--- src/hw/rtl/bemau_pkg.sv ---
// shared types and constants of the big-endian memory access unit
package bemau_pkg;

    localparam int MEM_BYTES = 65536;
    localparam int BANKS     = 4;
    localparam int ROWS      = MEM_BYTES / BANKS;
    localparam int ROW_W     = (ROWS > 1) ? $clog2(ROWS) : 1;
    localparam int CFG_IDX_W = 8;

    localparam logic [CFG_IDX_W-1:0] REG_ADDR_MASK    = CFG_IDX_W'(0);
    localparam logic [CFG_IDX_W-1:0] REG_STRICT_ALIGN = CFG_IDX_W'(1);

    localparam logic [1:0] SIZE_BYTE = 2'd0;
    localparam logic [1:0] SIZE_WORD = 2'd1;
    localparam logic [1:0] SIZE_LONG = 2'd2;
    // reserved size code, always an address error
    localparam logic [1:0] SIZE_RSVD = 2'd3;

    localparam logic ACT_READ  = 1'b0;
    localparam logic ACT_WRITE = 1'b1;

    localparam logic STATUS_OK  = 1'b0;
    localparam logic STATUS_ERR = 1'b1;

    typedef struct packed {
        logic        action;
        logic [1:0]  access_size;
        logic [31:0] address;
        logic [31:0] write_data;
    } t_in_item;

    typedef struct packed {
        logic [31:0] read_data;
        logic        status;
    } t_out_item;

    // per-bank access decoded from one item
    typedef struct packed {
        logic             en;
        logic [ROW_W-1:0] row;
        logic [7:0]       wbyte;
    } t_bank_cmd;

    // what the read stage needs, registered beside the ram read data
    typedef struct packed {
        logic       bad;
        logic       action;
        logic [1:0] access_size;
        logic [1:0] first_lane;
    } t_meta;

endpackage

--- src/hw/rtl/bemau_lane.sv ---
// address check and split of one access onto the four byte banks
module bemau_lane (
    input  bemau_pkg::t_in_item  i_item,
    input  logic [31:0]          i_addr_mask,
    input  logic                 i_strict_align,
    output bemau_pkg::t_bank_cmd o_cmd [bemau_pkg::BANKS],
    output bemau_pkg::t_meta     o_meta
);
    import bemau_pkg::*;

    logic [31:0] span;
    logic [31:0] last;
    logic [31:0] first;
    logic [31:0] lane_addr [BANKS];
    logic [1:0]  k [BANKS];
    logic        bad;
    logic        multi;

    always_comb begin
        multi = 1'b0;
        span  = 32'd0;
        case (i_item.access_size)
            SIZE_BYTE: span = 32'd0;
            SIZE_WORD: begin
                span  = 32'd1;
                multi = 1'b1;
            end
            SIZE_LONG: begin
                span  = 32'd3;
                multi = 1'b1;
            end
            default:   span = 32'd0;
        endcase

        last  = (i_item.address + span) & i_addr_mask;
        first = last - span;

        bad = (i_item.access_size == SIZE_RSVD)
            || (last >= 32'(MEM_BYTES))
            || (last < span)
            || (i_strict_align && multi && i_item.address[0]);

        for (int b = 0; b < BANKS; b++) begin
            k[b]         = 2'(b) - first[1:0];
            lane_addr[b] = first + {30'd0, k[b]};
            o_cmd[b].row = lane_addr[b][ROW_W+1:2];
            o_cmd[b].en  = (32'(k[b]) <= span);
            case (i_item.access_size)
                SIZE_WORD: o_cmd[b].wbyte = k[b][0] ? i_item.write_data[7:0]
                                                    : i_item.write_data[15:8];
                SIZE_LONG: begin
                    case (k[b])
                        2'd0:    o_cmd[b].wbyte = i_item.write_data[31:24];
                        2'd1:    o_cmd[b].wbyte = i_item.write_data[23:16];
                        2'd2:    o_cmd[b].wbyte = i_item.write_data[15:8];
                        default: o_cmd[b].wbyte = i_item.write_data[7:0];
                    endcase
                end
                default:   o_cmd[b].wbyte = i_item.write_data[7:0];
            endcase
        end

        o_meta.bad         = bad;
        o_meta.action      = i_item.action;
        o_meta.access_size = i_item.access_size;
        o_meta.first_lane  = first[1:0];
    end

endmodule

--- config.mk ---
export PLATFORM = sky130hd
export DESIGN_NAME = bemau_lane
export DESIGN_NICKNAME = d
export VERILOG_FILES = /design/src/hw/rtl/bemau_pkg.sv /design/src/hw/rtl/bemau_lane.sv
export SDC_FILE = /design/constraint.sdc
export NUM_CORES = 1
export LEC_CHECK = 0
export BUFFER_PORTS_ARGS = -buffer_cell sky130_fd_sc_hd__buf_2
export CAP_MARGIN = 20
export CORE_ASPECT_RATIO = 0.7
export CORE_MARGIN = 2
export CORE_UTILIZATION = 48
export DETAILED_ROUTE_END_ITERATION = 10
export PLACE_DENSITY = 0.92
export SYNTH_ARGS = -nofsm -noshare
export SYNTH_HDL_FRONTEND = slang
export SYNTH_SLANG_ARGS = --single-unit
--- constraint.sdc ---
create_clock -name vclk -period 8.97
set_input_delay 1.794 -clock vclk [all_inputs]
set_output_delay 1.794 -clock vclk [all_outputs]
set_load 0.05 [all_outputs]
-- After elaboration in Yosys (flattened, before gate mapping)
Cells that the tools add are included.
- add/sub/neg operators: 10
- $lt $le $gt $ge: 6
- equality and inequality tests: 11
- mux-type cells: 14
- bitwise logic cells: 1
- reduce and logical (&&, ||, !) cells: 10
- operator list (cell ; number):
    less-or-equal comparator 2 x 32 -> 1 bit ; 4
    case mux 8 bit (3 select lines) ; 4
    adder 16 x 2 -> 16 bit ; 4
    case mux 8 bit (2 select lines) ; 4
    adder 32 bit ; 1
    AND 32 bit ; 1
    >= comparator 32 x 17 -> 1 bit, second input constant ; 1
    < comparator 32 x 2 -> 1 bit ; 1
    2-to-1 mux 8 bit ; 4
    subtractor 16 x 2 -> 16 bit ; 1
    == test 2 bit, second input constant ; 6
    == test 2 x 1 -> 1 bit, second input constant ; 5
    zero test 2 bit ; 4
    case mux 2 bit (2 select lines) ; 1
    subtractor 1 x 2 -> 2 bit, first input constant ; 2
    subtractor 2 bit, first input constant ; 2
    logical OR 1 bit ; 3
    logical AND 1 bit ; 2
    OR reduction 2 bit ; 1
    2-to-1 mux 1 bit ; 1
- register bits: 0

-- Depth between registers and ports, before layout
- depth in word-level cells: 9
- depth in mapped cells: 16
- mapped depth without buffers: 15

-- Least setup slack after synthesis
Ideal clock, no wire load.
- path type: input to output
- start point: input port i_item[64] (netlist name)
- end point: output port o_cmd[90] (netlist name)
- arrival: 6521 ps
- setup slack: 655 ps
- stages: 14
- cells stage by stage: inv_1 ha_1 inv_1 ha_1 ha_1 and2_1 fa_1 or2_2 or4_4 buf_6 xnor2_2 nand4_1 and4bb_2 xor2_1
- RTL lines (what ; RTL line ; source):
    start: declaration ; bemau_lane.sv:3 ; input bemau_pkg::t_in_item i_item,
    end: declaration ; bemau_lane.sv:6 ; output bemau_pkg::t_bank_cmd o_cmd [bemau_pkg::BANKS],

==> out/metrics.yaml <==
post_drt_wl_per_cell_um: 17.0
dr.pass1.iters: 11
max-vdd-ir-drop_uv: 227
min_period_over_period: 0.933
rows: 26
ys_types: 59
switchingPower_w: 0.000519
post_cts_resized: 0
grt_max_degree: 29
cp_common_cell: "ha_1"
place_ws_ps: 615
grt_overflow_total: 0
crit_type: "primary input to primary output"
synthesis.area_um2: 3770
failed_checks: "DRC"
cpMaxStageDelayCell: "or4_4"
fp.dieW_um: 110
final_layout_size_suffix_gt1_frac: 0.309
synth_nets: 677
final.setup.worst_slack_ps: 599
design.core.area_um2: 7450
switching_share: 0.726
start_kind: "primary input"
seq_cell_count: 0
arrival_ps: 6580
gp_congestion: 1.00
leakagePower_nw: 2.28
placed_area_um2: 4730
power.share.clock: 0
cpLargestDelayFamily: "simple AND/OR/NAND/NOR gates"
drt-total-wl_um: 13900
routed_via_density: 6.51
grt_pass1_vias: 4633
power_w: 0.000715
min_to: "o_meta[4]"
pwr-share-seq: 0
start_util: 0.506
hp-class: "primary input to primary output"
end_kind: "primary output"
relSlewSlack: 0.366
syn_to_final_growth_pct: 25.6
finalSetupViolCount: 0
final_util: 0.635
ant_nets: 0
die-area_um2: 8590
path_buf_inv: 5
netlist.area_leader.share: 0.132
fmax_ghz: 0.119
min_from: "i_item[66]"
num_vias: 5303
cts_hold_buf: 0
worstPathRequired_ps: 7180
hold_depth: 0
status: "complete, but fails checks"
combPwrFrac: 1.000
rsz0062_at_grt: "no"
drv_slew: 0
register_area_um2: 0
yosysTopAreaCell: "xnor2_1"
synth_area_leaders: "xnor2_1, a222oi_1, nand2_1"
numPortBuffers: 196
min_period_ps: 8370
slowest_delay_ps: 610
cp_max_fo: 23
fin_area_um2: 4730
fin_tns_setup_ps: 0
drtIter0Drc: 911
internal_power_w: 0.000196
io_pins: 198
path_cells: "buf_2 > inv_1 > ha_1 > buf_4 > inv_1 > ha_1 > ha_1 > and2_1 > ha_1 > a21oi_1 > nand2b_1 > or3_1 > nor4_4 > xor2_2 > or4_4 > and4bb_1 > xor2_1 > buf_2"
power_density_nw_per_um2: 151
syn_inst: 556
route.detailed.drc: 1
ys_warn_count: 0
cts_setup_buffers: 0
grt_first_pass_wirelength_um: 21800
antenna_found_initial: 1
grt_usage: 0.301
finalHoldViolCount: 0
worst_slew_pin_slew_ps: 925
synth_area_per_cell_um2: 6.78
hpwl_um: 11100
drv_cap: 0
clock_buffers: 0
yosysSeqAreaShare: 0
nNetsFinal: 839
die_y_um: 78.1
-- kinds of logic after synthesis --
kind of cell	after synthesis	share of synthesized area
and+or+nand+nor	218	0.316
AOI/OAI and AO/OA	169	0.338
xor gates and xnor gates	75	0.178
buffers and inverters	65	0.0747
adders and majority gates	21	0.0717
muxes	8	0.0212
-- cells in the mapped netlist (2+ instances only) --
library cell / instances
nor2_1: 28
nor2b_1: 4
a31oi_1: 2
nand4_1: 15
or4_1: 4
nor3_1: 13
o22ai_1: 3
buf_4: 5
nand3b_1: 3
ha_1: 20
or4_4: 3
and4bb_2: 3
nand2b_1: 10
a32oi_1: 4
nor4_4: 3
nand3_1: 19
o21ai_0: 40
a22oi_1: 4
a222oi_1: 32
buf_2: 3
mux2i_1: 8
clkbuf_1: 25
o21a_1: 3
a21boi_1: 3
o31ai_1: 4
xor2_1: 16
xnor2_1: 57
a21oi_1: 7
nand2_1: 74
buf_6: 2
inv_1: 20
and3_1: 4
buf_1: 9
a21o_1: 30
or3_1: 8
a22o_1: 29
and4_1: 3
nor4_1: 12
and2_1: 3
o211ai_1: 2
-- power by group through the flow --
stage	registers (W)	clock network [W]	logic, W
after global routing	0	0	0.000762
after detailed placement	0	0	0.000705
after CTS	0	0	0.000707
after global placement	0	0	0.000689
final	0	0.0000000000149	0.000715
after floorplan	0	0	0.000546
-- layer usage --
layer,vias to the layer above,GRT usage,share of wire
li1,2432,-,-
met4,2,0.0671,0.024
met2,401,0.487,0.44
met5,-,0,0.0014
met3,53,0.0415,0.12
met1,2415,0.420,0.41
-- stage by stage --
stage | cells | hold WS [ps]
after floorplan | 556 | 3760
final | 815 | 3590
after CTS | 814 | 3590
after global routing | 814 | 3590
after detailed placement | 814 | 3590
after global placement | 814 | 3590
-- cells in the final DEF (no fill, tap or decap), drive strengths merged, types with 4 or more instances in the layout --
cell type  instances
buf              204
o21ai             40
nand2b            10
nor2              28
nand3             20
a32oi              4
a21o              30
mux2i              8
o31ai              4
nor4              16
nand2             74
xnor2             58
nor3              14
a22o              29
and4bb             4
and3               4
a22oi              4
a21oi              8
nand4             15
or4                7
a222oi            32
ha                20
or3                8
xor2              17
inv               20
nor2b              4
-- cell type report --
cell class         instances  area [um2]
well taps                 98         123
repair buffers           204        1040
diodes                     1        2.50
multi-input cells        491        3490
fillers                  672        2720
inverters                 21        78.8
-- worst max-delay path by stage --
stage | startpoint | endpoint | slack (ps) | depth (start not counted)
after floorplan | i_item[64] | o_cmd[90] | 650 | 14
after global placement | i_item[64] | o_cmd[89] | 800 | 18
after detailed placement | i_item[64] | o_cmd[89] | 610 | 18
after CTS | i_item[64] | o_cmd[89] | 610 | 18
after global routing | i_item[64] | o_cmd[89] | 310 | 18
final | i_item[64] | o_cmd[89] | 600 | 18
(Power assumes the default switching activity.)
